**src/rtl/szc_pkg.sv**
```systemverilog
// shared types, constants and the cordic angle table for the scan zone check
package szc_pkg;

  localparam int unsigned MaxBeams   = 2048;
  localparam int unsigned BeamW      = $clog2(MaxBeams);
  localparam int unsigned CordicIter = 16;
  localparam int unsigned IterW      = $clog2(CordicIter);
  localparam int unsigned CfgIdxW    = 3;
  localparam int unsigned CfgDataW   = 32;
  localparam int unsigned CordW      = 27;
  localparam int unsigned ZW         = 34;
  localparam int unsigned PosW       = 19;
  localparam int unsigned ProdW      = 38;
  localparam logic [14:0] InvGain    = 15'd19899;

  localparam logic [CfgIdxW-1:0] RegVertexA = 3'd0;
  localparam logic [CfgIdxW-1:0] RegVertexB = 3'd1;
  localparam logic [CfgIdxW-1:0] RegVertexC = 3'd2;
  localparam logic [CfgIdxW-1:0] RegVertexD = 3'd3;
  localparam logic [CfgIdxW-1:0] RegFloor   = 3'd4;
  localparam logic [CfgIdxW-1:0] RegCeil    = 3'd5;
  localparam logic [CfgIdxW-1:0] RegAStart  = 3'd6;
  localparam logic [CfgIdxW-1:0] RegAStep   = 3'd7;

  typedef struct packed {
    logic             load;
    logic             init;
    logic             rotate;
    logic             round;
    logic             edge_mul;
    logic             edge_cmp;
    logic             finish;
    logic [IterW-1:0] iter;
    logic [1:0]       edge_idx;
  } szc_cmd_t;

  typedef struct packed {
    logic qual;
    logic out_free;
  } szc_stat_t;

  function automatic logic signed [ZW-1:0] cordic_atan(input logic [IterW-1:0] i);
    logic signed [ZW-1:0] v;
    case (i)
      4'd0:    v = 34'sd536870912;
      4'd1:    v = 34'sd316933406;
      4'd2:    v = 34'sd167458907;
      4'd3:    v = 34'sd85004756;
      4'd4:    v = 34'sd42667331;
      4'd5:    v = 34'sd21354465;
      4'd6:    v = 34'sd10679838;
      4'd7:    v = 34'sd5340245;
      4'd8:    v = 34'sd2670163;
      4'd9:    v = 34'sd1335087;
      4'd10:   v = 34'sd667544;
      4'd11:   v = 34'sd333772;
      4'd12:   v = 34'sd166886;
      4'd13:   v = 34'sd83443;
      4'd14:   v = 34'sd41722;
      4'd15:   v = 34'sd20861;
      default: v = '0;
    endcase
    return v;
  endfunction

endpackage

```
**src/rtl/szc_if.sv**
```systemverilog
// handshake channels for range samples and zone results
interface szc_in_if;
  logic        valid;
  logic        ready;
  logic [15:0] range_sample;
  logic        sample_valid;
  logic        last_sample;
  modport source (output valid, range_sample, sample_valid, last_sample, input ready);
  modport sink (input valid, range_sample, sample_valid, last_sample, output ready);
endinterface

interface szc_out_if;
  logic valid;
  logic ready;
  logic point_inside;
  logic obstacle_so_far;
  logic scan_done;
  modport source (output valid, point_inside, obstacle_so_far, scan_done, input ready);
  modport sink (input valid, point_inside, obstacle_so_far, scan_done, output ready);
endinterface

```
**src/rtl/szc_ctrl.sv**
```systemverilog
// sequencer for sample load, cordic rotation, edge tests and result hand-off
module szc_ctrl
  import szc_pkg::*;
(
  input  logic      clk_i,
  input  logic      rst_ni,
  input  logic      in_valid_i,
  output logic      in_ready_o,
  input  szc_stat_t stat_i,
  output szc_cmd_t  cmd_o
);

  typedef enum logic [6:0] {
    StIdle   = 7'b0000001,
    StInit   = 7'b0000010,
    StRotate = 7'b0000100,
    StRound  = 7'b0001000,
    StMul    = 7'b0010000,
    StCmp    = 7'b0100000,
    StFinish = 7'b1000000
  } state_e;

  state_e           state_q, state_d;
  logic [IterW-1:0] iter_q, iter_d;
  logic [1:0]       edge_q, edge_d;

  assign in_ready_o = (state_q == StIdle);

  always_comb begin
    state_d = state_q;
    iter_d  = iter_q;
    edge_d  = edge_q;
    cmd_o   = '0;
    cmd_o.iter     = iter_q;
    cmd_o.edge_idx = edge_q;
    case (state_q)
      StIdle: begin
        if (in_valid_i) begin
          cmd_o.load = 1'b1;
          state_d    = StInit;
        end
      end
      StInit: begin
        cmd_o.init = 1'b1;
        iter_d     = '0;
        edge_d     = '0;
        state_d    = stat_i.qual ? StRotate : StFinish;
      end
      StRotate: begin
        cmd_o.rotate = 1'b1;
        iter_d       = iter_q + 1'b1;
        if (iter_q == IterW'(CordicIter - 1)) state_d = StRound;
      end
      StRound: begin
        cmd_o.round = 1'b1;
        state_d     = StMul;
      end
      StMul: begin
        cmd_o.edge_mul = 1'b1;
        state_d        = StCmp;
      end
      StCmp: begin
        cmd_o.edge_cmp = 1'b1;
        edge_d         = edge_q + 1'b1;
        state_d        = (edge_q == 2'd3) ? StFinish : StMul;
      end
      StFinish: begin
        if (stat_i.out_free) begin
          cmd_o.finish = 1'b1;
          state_d      = StIdle;
        end
      end
      default: state_d = StIdle;
    endcase
  end

  always_ff @(posedge clk_i or negedge rst_ni) begin
    if (!rst_ni) begin
      state_q <= StIdle;
      iter_q  <= '0;
      edge_q  <= '0;
    end else begin
      state_q <= state_d;
      iter_q  <= iter_d;
      edge_q  <= edge_d;
    end
  end

endmodule

```
**src/rtl/szc_dp.sv**
```systemverilog
// config registers, cordic datapath, polygon edge tests and result register
module szc_dp
  import szc_pkg::*;
(
  input  logic                clk_i,
  input  logic                rst_ni,
  input  logic                cfg_we_i,
  input  logic [CfgIdxW-1:0]  cfg_idx_i,
  input  logic [CfgDataW-1:0] cfg_data_i,
  input  logic [15:0]         range_sample_i,
  input  logic                sample_valid_i,
  input  logic                last_sample_i,
  input  logic                out_ready_i,
  output logic                out_valid_o,
  output logic                point_inside_o,
  output logic                obstacle_so_far_o,
  output logic                scan_done_o,
  input  szc_cmd_t            cmd_i,
  output szc_stat_t           stat_o
);

  logic [31:0] vert_q [4];
  logic [15:0] floor_q, ceil_q, astart_q, astep_q;

  always_ff @(posedge clk_i or negedge rst_ni) begin
    if (!rst_ni) begin
      vert_q[0] <= 32'd100664832;
      vert_q[1] <= 32'd100727296;
      vert_q[2] <= 32'd65229;
      vert_q[3] <= 32'd307;
      floor_q   <= 16'd0;
      ceil_q    <= 16'hFFFF;
      astart_q  <= 16'd32768;
      astep_q   <= 16'd104;
    end else if (cfg_we_i) begin
      case (cfg_idx_i)
        RegVertexA: vert_q[0] <= cfg_data_i;
        RegVertexB: vert_q[1] <= cfg_data_i;
        RegVertexC: vert_q[2] <= cfg_data_i;
        RegVertexD: vert_q[3] <= cfg_data_i;
        RegFloor:   floor_q   <= cfg_data_i[15:0];
        RegCeil:    ceil_q    <= cfg_data_i[15:0];
        RegAStart:  astart_q  <= cfg_data_i[15:0];
        RegAStep:   astep_q   <= cfg_data_i[15:0];
        default: ;
      endcase
    end
  end

  // per-sample registers
  logic [15:0]              r_q, theta_q;
  logic                     last_q, qual_q, flip_q, in_q;
  logic signed [CordW-1:0]  x_q, y_q;
  logic signed [ZW-1:0]     z_q;
  logic signed [PosW-1:0]   px_q, py_q;
  logic signed [ProdW-1:0]  lhs_q;
  logic [BeamW-1:0]         beam_q;
  logic                     obs_q;
  logic                     ovalid_q, oin_q, oobs_q, odone_q;

  logic [26:0] theta_prod;
  assign theta_prod = 27'(beam_q) * 27'(astep_q);

  // fold the left half plane onto the right
  logic        fold;
  logic [15:0] theta_f;
  logic [30:0] r_scaled;
  assign fold     = (theta_q >= 16'd16384) && (theta_q < 16'd49152);
  assign theta_f  = fold ? (theta_q + 16'd32768) : theta_q;
  assign r_scaled = 31'(r_q) * 31'(InvGain);

  logic signed [CordW-1:0] dx, dy;
  logic signed [ZW-1:0]    atan_v;
  assign dx     = y_q >>> cmd_i.iter;
  assign dy     = x_q >>> cmd_i.iter;
  assign atan_v = cordic_atan(cmd_i.iter);

  logic signed [CordW-1:0] xr, yr;
  assign xr = (x_q + CordW'(128)) >>> 8;
  assign yr = (y_q + CordW'(128)) >>> 8;

  // edge j runs from vertex k = j-1 to vertex j
  logic [1:0]              kidx;
  logic signed [15:0]      vxj, vyj, vxk, vyk;
  logic signed [ProdW-1:0] dvy, ex, ekx, eyy, rhs;
  logic                    straddle, crossing;
  assign kidx     = cmd_i.edge_idx - 2'd1;
  assign vxj      = $signed(vert_q[cmd_i.edge_idx][31:16]);
  assign vyj      = $signed(vert_q[cmd_i.edge_idx][15:0]);
  assign vxk      = $signed(vert_q[kidx][31:16]);
  assign vyk      = $signed(vert_q[kidx][15:0]);
  assign dvy      = ProdW'(vyk) - ProdW'(vyj);
  assign ex       = ProdW'(px_q) - ProdW'(vxj);
  assign ekx      = ProdW'(vxk) - ProdW'(vxj);
  assign eyy      = ProdW'(py_q) - ProdW'(vyj);
  assign rhs      = ekx * eyy;
  assign straddle = ((ProdW'(vyj) > ProdW'(py_q)) != (ProdW'(vyk) > ProdW'(py_q)));
  assign crossing = (dvy > 0) ? (lhs_q < rhs) : (lhs_q > rhs);

  always_ff @(posedge clk_i) begin
    if (cmd_i.load) begin
      r_q     <= range_sample_i;
      last_q  <= last_sample_i;
      qual_q  <= sample_valid_i && (range_sample_i >= floor_q) && (range_sample_i <= ceil_q);
      theta_q <= astart_q + theta_prod[15:0];
    end
    if (cmd_i.init) begin
      flip_q <= fold;
      x_q    <= CordW'(r_scaled[30:7]);
      y_q    <= '0;
      z_q    <= ZW'($signed(theta_f)) <<< 16;
      in_q   <= 1'b0;
    end
    if (cmd_i.rotate) begin
      if (!z_q[ZW-1]) begin
        x_q <= x_q - dx;
        y_q <= y_q + dy;
        z_q <= z_q - atan_v;
      end else begin
        x_q <= x_q + dx;
        y_q <= y_q - dy;
        z_q <= z_q + atan_v;
      end
    end
    if (cmd_i.round) begin
      px_q <= flip_q ? -PosW'(xr) : PosW'(xr);
      py_q <= flip_q ? -PosW'(yr) : PosW'(yr);
    end
    if (cmd_i.edge_mul) lhs_q <= ex * dvy;
    if (cmd_i.edge_cmp && straddle && crossing) in_q <= ~in_q;
    if (cmd_i.finish) begin
      oin_q   <= qual_q && in_q;
      oobs_q  <= obs_q || (qual_q && in_q);
      odone_q <= last_q;
    end
  end

  always_ff @(posedge clk_i or negedge rst_ni) begin
    if (!rst_ni) begin
      beam_q   <= '0;
      obs_q    <= 1'b0;
      ovalid_q <= 1'b0;
    end else begin
      if (cmd_i.finish) begin
        ovalid_q <= 1'b1;
        if (last_q) begin
          beam_q <= '0;
          obs_q  <= 1'b0;
        end else begin
          beam_q <= (beam_q == BeamW'(MaxBeams - 1)) ? '0 : beam_q + 1'b1;
          obs_q  <= obs_q || (qual_q && in_q);
        end
      end else if (out_ready_i) begin
        ovalid_q <= 1'b0;
      end
    end
  end

  assign stat_o.qual       = qual_q;
  assign stat_o.out_free   = !ovalid_q || out_ready_i;
  assign out_valid_o       = ovalid_q;
  assign point_inside_o    = oin_q;
  assign obstacle_so_far_o = oobs_q;
  assign scan_done_o       = odone_q;

endmodule

```
**src/rtl/scan_polygon_zone_check.sv**
```systemverilog
// top level of the lidar scan zone check against a four-corner polygon
//
//  channel   dir  payload                                       transfer when
//  in_chan   in   range_sample, sample_valid, last_sample       valid && ready
//  out_chan  out  point_inside, obstacle_so_far, scan_done      valid && ready
//  cfg       in   cfg_idx_i, cfg_data_i                         cfg_we_i
//
// an accepted sample has its result valid once it has passed through init,
// 16 cordic rotations on one shared shift-add unit, round, a multiply and a
// compare step per polygon edge, and finish; the next sample is taken only
// after finish, back in idle. a rejected sample goes from init straight to
// finish. reset returns the corner, range and angle registers to their
// defaults and clears the beam counter and the obstacle flag. a
// waiting result does not block the next sample; a second result waits in the
// finish step until the first one is taken.
module scan_polygon_zone_check
  import szc_pkg::*;
(
  input  logic                clk_i,
  input  logic                rst_ni,
  input  logic                cfg_we_i,
  input  logic [CfgIdxW-1:0]  cfg_idx_i,
  input  logic [CfgDataW-1:0] cfg_data_i,
  szc_in_if.sink              in_chan_i,
  szc_out_if.source           out_chan_o
);

  szc_cmd_t  cmd;
  szc_stat_t stat;

  szc_ctrl u_ctrl (
    .clk_i      (clk_i),
    .rst_ni     (rst_ni),
    .in_valid_i (in_chan_i.valid),
    .in_ready_o (in_chan_i.ready),
    .stat_i     (stat),
    .cmd_o      (cmd)
  );

  szc_dp u_dp (
    .clk_i             (clk_i),
    .rst_ni            (rst_ni),
    .cfg_we_i          (cfg_we_i),
    .cfg_idx_i         (cfg_idx_i),
    .cfg_data_i        (cfg_data_i),
    .range_sample_i    (in_chan_i.range_sample),
    .sample_valid_i    (in_chan_i.sample_valid),
    .last_sample_i     (in_chan_i.last_sample),
    .out_ready_i       (out_chan_o.ready),
    .out_valid_o       (out_chan_o.valid),
    .point_inside_o    (out_chan_o.point_inside),
    .obstacle_so_far_o (out_chan_o.obstacle_so_far),
    .scan_done_o       (out_chan_o.scan_done),
    .cmd_i             (cmd),
    .stat_o            (stat)
  );

endmodule
```
**src/flat_wrapper.sv**
```systemverilog
// flat-port wrapper written by rule: the top's interface ports become plain ports
module scan_polygon_zone_check_flat import szc_pkg::*;
  (clk_i, rst_ni, cfg_we_i, cfg_idx_i, cfg_data_i, in_chan_i_valid, in_chan_i_range_sample, in_chan_i_sample_valid, in_chan_i_last_sample, in_chan_i_ready, out_chan_o_valid, out_chan_o_point_inside, out_chan_o_obstacle_so_far, out_chan_o_scan_done, out_chan_o_ready);
  szc_in_if in_chan_i_i ();
  szc_out_if out_chan_o_i ();
  input  logic clk_i;
  input  logic rst_ni;
  input  logic cfg_we_i;
  input  logic [CfgIdxW-1:0] cfg_idx_i;
  input  logic [CfgDataW-1:0] cfg_data_i;
  input wire logic [$bits(in_chan_i_i.valid)-1:0] in_chan_i_valid;
  input wire logic [$bits(in_chan_i_i.range_sample)-1:0] in_chan_i_range_sample;
  input wire logic [$bits(in_chan_i_i.sample_valid)-1:0] in_chan_i_sample_valid;
  input wire logic [$bits(in_chan_i_i.last_sample)-1:0] in_chan_i_last_sample;
  output wire logic [$bits(in_chan_i_i.ready)-1:0] in_chan_i_ready;
  output wire logic [$bits(out_chan_o_i.valid)-1:0] out_chan_o_valid;
  output wire logic [$bits(out_chan_o_i.point_inside)-1:0] out_chan_o_point_inside;
  output wire logic [$bits(out_chan_o_i.obstacle_so_far)-1:0] out_chan_o_obstacle_so_far;
  output wire logic [$bits(out_chan_o_i.scan_done)-1:0] out_chan_o_scan_done;
  input wire logic [$bits(out_chan_o_i.ready)-1:0] out_chan_o_ready;
  assign in_chan_i_i.valid = in_chan_i_valid;
  assign in_chan_i_i.range_sample = in_chan_i_range_sample;
  assign in_chan_i_i.sample_valid = in_chan_i_sample_valid;
  assign in_chan_i_i.last_sample = in_chan_i_last_sample;
  assign in_chan_i_ready = in_chan_i_i.ready;
  assign out_chan_o_valid = out_chan_o_i.valid;
  assign out_chan_o_point_inside = out_chan_o_i.point_inside;
  assign out_chan_o_obstacle_so_far = out_chan_o_i.obstacle_so_far;
  assign out_chan_o_scan_done = out_chan_o_i.scan_done;
  assign out_chan_o_i.ready = out_chan_o_ready;
  scan_polygon_zone_check u_core (.clk_i(clk_i), .rst_ni(rst_ni), .cfg_we_i(cfg_we_i), .cfg_idx_i(cfg_idx_i), .cfg_data_i(cfg_data_i), .in_chan_i(in_chan_i_i), .out_chan_o(out_chan_o_i));
endmodule
```
**config.mk**
```make
export PLATFORM = sky130hd
export DESIGN_NAME = scan_polygon_zone_check_flat
export DESIGN_NICKNAME = d
export VERILOG_FILES = /design/src/rtl/szc_pkg.sv /design/src/rtl/szc_if.sv /design/src/rtl/szc_ctrl.sv /design/src/rtl/szc_dp.sv /design/src/rtl/scan_polygon_zone_check.sv /design/src/flat_wrapper.sv
export SDC_FILE = /design/constraint.sdc
export NUM_CORES = 2
export LEC_CHECK = 0
export ABC_AREA = 1
export BUFFER_PORTS_ARGS = -buffer_cell sky130_fd_sc_hd__buf_2
export CAP_MARGIN = 20
export CORE_MARGIN = 2
export CORE_UTILIZATION = 45
export CTS_CLUSTER_DIAMETER = 120
export DETAILED_ROUTE_END_ITERATION = 16
export GPL_TIMING_DRIVEN = 0
export SYNTH_ARGS = -nofsm -noshare
export SYNTH_HDL_FRONTEND = slang
export SYNTH_HIERARCHICAL = 1
export SYNTH_SLANG_ARGS = --single-unit
```
**constraint.sdc**
```tcl
create_clock -name clk_i -period 9.3 [get_ports clk_i]
set_input_delay 1.86 -clock clk_i [delete_from_list [all_inputs] [get_ports clk_i]]
set_output_delay 1.86 -clock clk_i [all_outputs]
set_load 0.02 [all_outputs]
```
==> run metrics <==
Syn Area/Cell=7.866 um^2; clock slew at reported path FFs=0.06 ns; Post-DP HPWL=179.1 mm; Worst Path Max Fanout=10; first-pass GRT wire length=340.7 mm; antenna violations before repair=5; share of cells above drive strength 1=between 10 and 15%; vias in the first global route=58640; most used cell, CP=fa_1; die height=between 300 and 400 um; die width=386.4 um; outcome=finished, violations left; RSZ-0062 raised after global routing=yes; pre-CTS setup slack=-3.170 ns; worst hold endpoint=u_core/u_dp/astart_q[6]$_DFFE_PN0P_; Starting Density=45.27%; Final Cycle Share=111.2%; min cycle time layout=between 10 and 15 ns; worst-margin pin slew=1.116 ns; post-synthesis cell type count=70; vias after detailed routing=57180; Final Skew=0.07186 ns; final net count=between 10000 and 15000; Post-Syn Area=0.06582 mm^2; antenna viol nets, final=0; number of clock sinks=420; Pre-Repair DR Iteration Count=6; Routability Congestion=slightly below 1; Max Freq=0.09671 GHz; synthesis-to-finish area growth=12.50%; CTS H-tree lvls=2; violated checks=setup timing; drt drc=0; hold path depth=2; met2 Usage GRT=47.93%; Seq/Total Area, Yosys=17.60%; CP Capture Type=flip-flop; Top FF cell, synth=edfxtp_1; Worst Hold Launch=u_core/u_dp/astart_q[6]$_DFFE_PN0P_; Critical-path top delay cell=fa_1; final setup vio count=6; hold_buf cts=0; setup ws final=-1.040 ns; Total Wirelength=218.7 mm; Critical Path Source=u_core/u_ctrl/edge_q[0]$_DFFE_PN0P_; CP top delay family=adder cells; largest net degree at the start of global routing=95; IO Port Bufs=62; clk_lat worst skew=0.70 ns; core area=around 0.15 mm^2; R2R cell count=46; full die area=approximately 0.15 mm^2; Arrival @ worst endpoint=approximately 11 ns; Syn Nets=9887; Global Route Usage Sum=between 20 and 30%; Post-synth EDFFs=202; IO Count=63; crit path launch type=flip-flop; global route overflow=0; Num CTS Buffers=between 50 and 60; Rows=140; R2R Path Start=u_core/u_ctrl/edge_q[0]$_DFFE_PN0P_; FF-to-FF setup slack=-1.04 ns; Crit path required time=between 9 and 10 ns; Clock Tree Buf Depth=3; biggest cell delay along the critical path=0.55 ns; Initial DRC Count=4740; Clock Tree Root=clkbuf_16; vias per cell=5.395; WS Path Type=reg -> reg; post-synthesis cell count=8367; Pins Over Slew Limit=0; CTS tree=yes; Max-slew headroom=25.58%; Hold Vio Cnt, Final=0; synth warn=6; Final Core Density=50.93%; gr busiest metal=met2; maxcap violations=0; WP buf/inv=12; Yosys reg bits=420; met1 GRT Util=38.86%; ys async rst share=51.90%; Hold Path Class=reg -> reg; met3 usage=5.063%; R2R Path End=u_core/u_dp/in_q$_SDFFCE_PN0P_; wire per inst=20.63 um
[layout by cell type, fill, tap and decap left out, types with 54 or more instances in the layout]
master | Yosys | layout
xor2_1 | 170 | 153
nand2_1 | 1716 | 1663
a21oi_1 | 457 | 411
nor2_1 | 701 | 686
inv_1 | 1681 | 1639
dfrtp_1 | 168 | 167
xnor2_1 | 131 | 122
o21ai_0 | 517 | 489
nand3_1 | 298 | 285
clkbuf_1 | 184 | 128
buf_4 | 7 | 132
fa_1 | 881 | 862
o21ai_1 | 38 | 55
buf_2 | 27 | 85
ha_1 | 581 | 543
nand4_1 | 54 | 54
clkbuf_16 | 0 | 59
nor3_1 | 63 | 61
edfxtp_1 | 202 | 202
[logic make-up (layout without fill, tap and decap cells)]
kind of cell             Yosys count  count (layout)  synth area share, %
buffers and inverters           1952            2266                11.32
XOR/XNOR                         305             305                4.104
AO/OA/AOI/OAI                   1266            1266                10.63
multiplexers                      18              18               0.2756
AND/OR/NAND/NOR                 2944            2944                18.23
adder cells (fa/ha/maj)         1462            1462                37.84
flip-flops                       420             420                17.60
other                              0               2                    0
[worst register-to-register path: cells and delay by family (launching register included)]
family | cells | cell delay [ns]
XOR/XNOR | 2 | 0.36
flip-flops | 1 | 0.43
AO/OA/AOI/OAI | 6 | 1.25
adder cells (fa/ha/maj) | 9 | 4.09
AND/OR/NAND/NOR | 17 | 2.50
buffers and inverters | 12 | 1.47
[timing repair]
action / CTS / global route
endpoints found under the setup margin: 26 / 26
pin swaps: 141 / 98
resized for setup: 402 / 142
buffers inserted: 116 / 27
gates cloned: 4 / 0
[layer usage]
metal  up-vias  share of wire, %
met5         -             0.016
met4         6               4.2
met3       433               7.3
met2      2012                46
met1     27980                42
li1      26750                 -
[metrics by stage]
| step | setup TNS, ns | hold WS [ns] | cells | instance area [um^2] |
|---|---|---|---|---|
| after floorplan | 0 | 0.4504 | 8367 | 66030 |
| after global placement | -20.29 | 0.4670 | 10350 | 68730 |
| after detailed placement | -21.56 | 0.4732 | 10360 | 68960 |
| after CTS | -8.044 | 0.4879 | 10580 | 73450 |
| after global routing | -6.549 | 0.5061 | 10600 | 74040 |
| final | -2.354 | 0.4835 | 10600 | 74040 |
[flip-flops by register name, indices dropped and copies added (netlist names), 19 cells and up]
signal and count:
u_core/u_dp/z_q 34, u_core/u_dp/py_q 19, u_core/u_dp/lhs_q 37, u_core/u_dp/vert_q 128, u_core/u_dp/px_q 19, u_core/u_dp/x_q 27, u_core/u_dp/y_q 27
[layout make-up]
cell class	count	area (um^2)
antenna	2	5.005
multi-input combinational	5995	48540
clock buffer	72	1529
timing repair inverter	1	6.256
tap	1917	2399
timing repair buffer	216	1767
clock inverter	28	302.8
inverter	1718	6523
buffer	231	1389
sequential	420	11580
fill	14180	71350
[synthesized netlist by cell type, drive strengths merged (35+ instances only)]
master	count	share of area, %
a21oi	458	3.5
a31oi	44	0.43
buf	50	0.47
clkbuf	184	1.0
dfrtp	168	6.4
dfstp	50	2.0
edfxtp	202	9.2
fa	881	27
ha	581	11
inv	1696	9.7
nand2	1727	9.9
nand3	302	2.3
nand4	54	0.51
nor2	720	4.2
nor3	67	0.55
o21ai	563	4.3
o221ai	35	0.47
xnor2	132	1.8
xor2	173	2.3
[worst max path at each step]
stage	to	slack [ns]	cells past startpoint
floorplan	u_core/u_dp/in_q$_SDFFCE_PN0P_	0.006	53
global placement	u_core/u_dp/in_q$_SDFFCE_PN0P_	-3.15	50
detailed placement	u_core/u_dp/in_q$_SDFFCE_PN0P_	-3.17	49
CTS	u_core/u_dp/in_q$_SDFFCE_PN0P_	-0.85	54
global route	u_core/u_dp/in_q$_SDFFCE_PN0P_	-1.42	50
finish	u_core/u_dp/in_q$_SDFFCE_PN0P_	-1.04	46
Power is not shown: default switching activity piles up to over one toggle a cycle in this logic, so the estimate is an artifact.
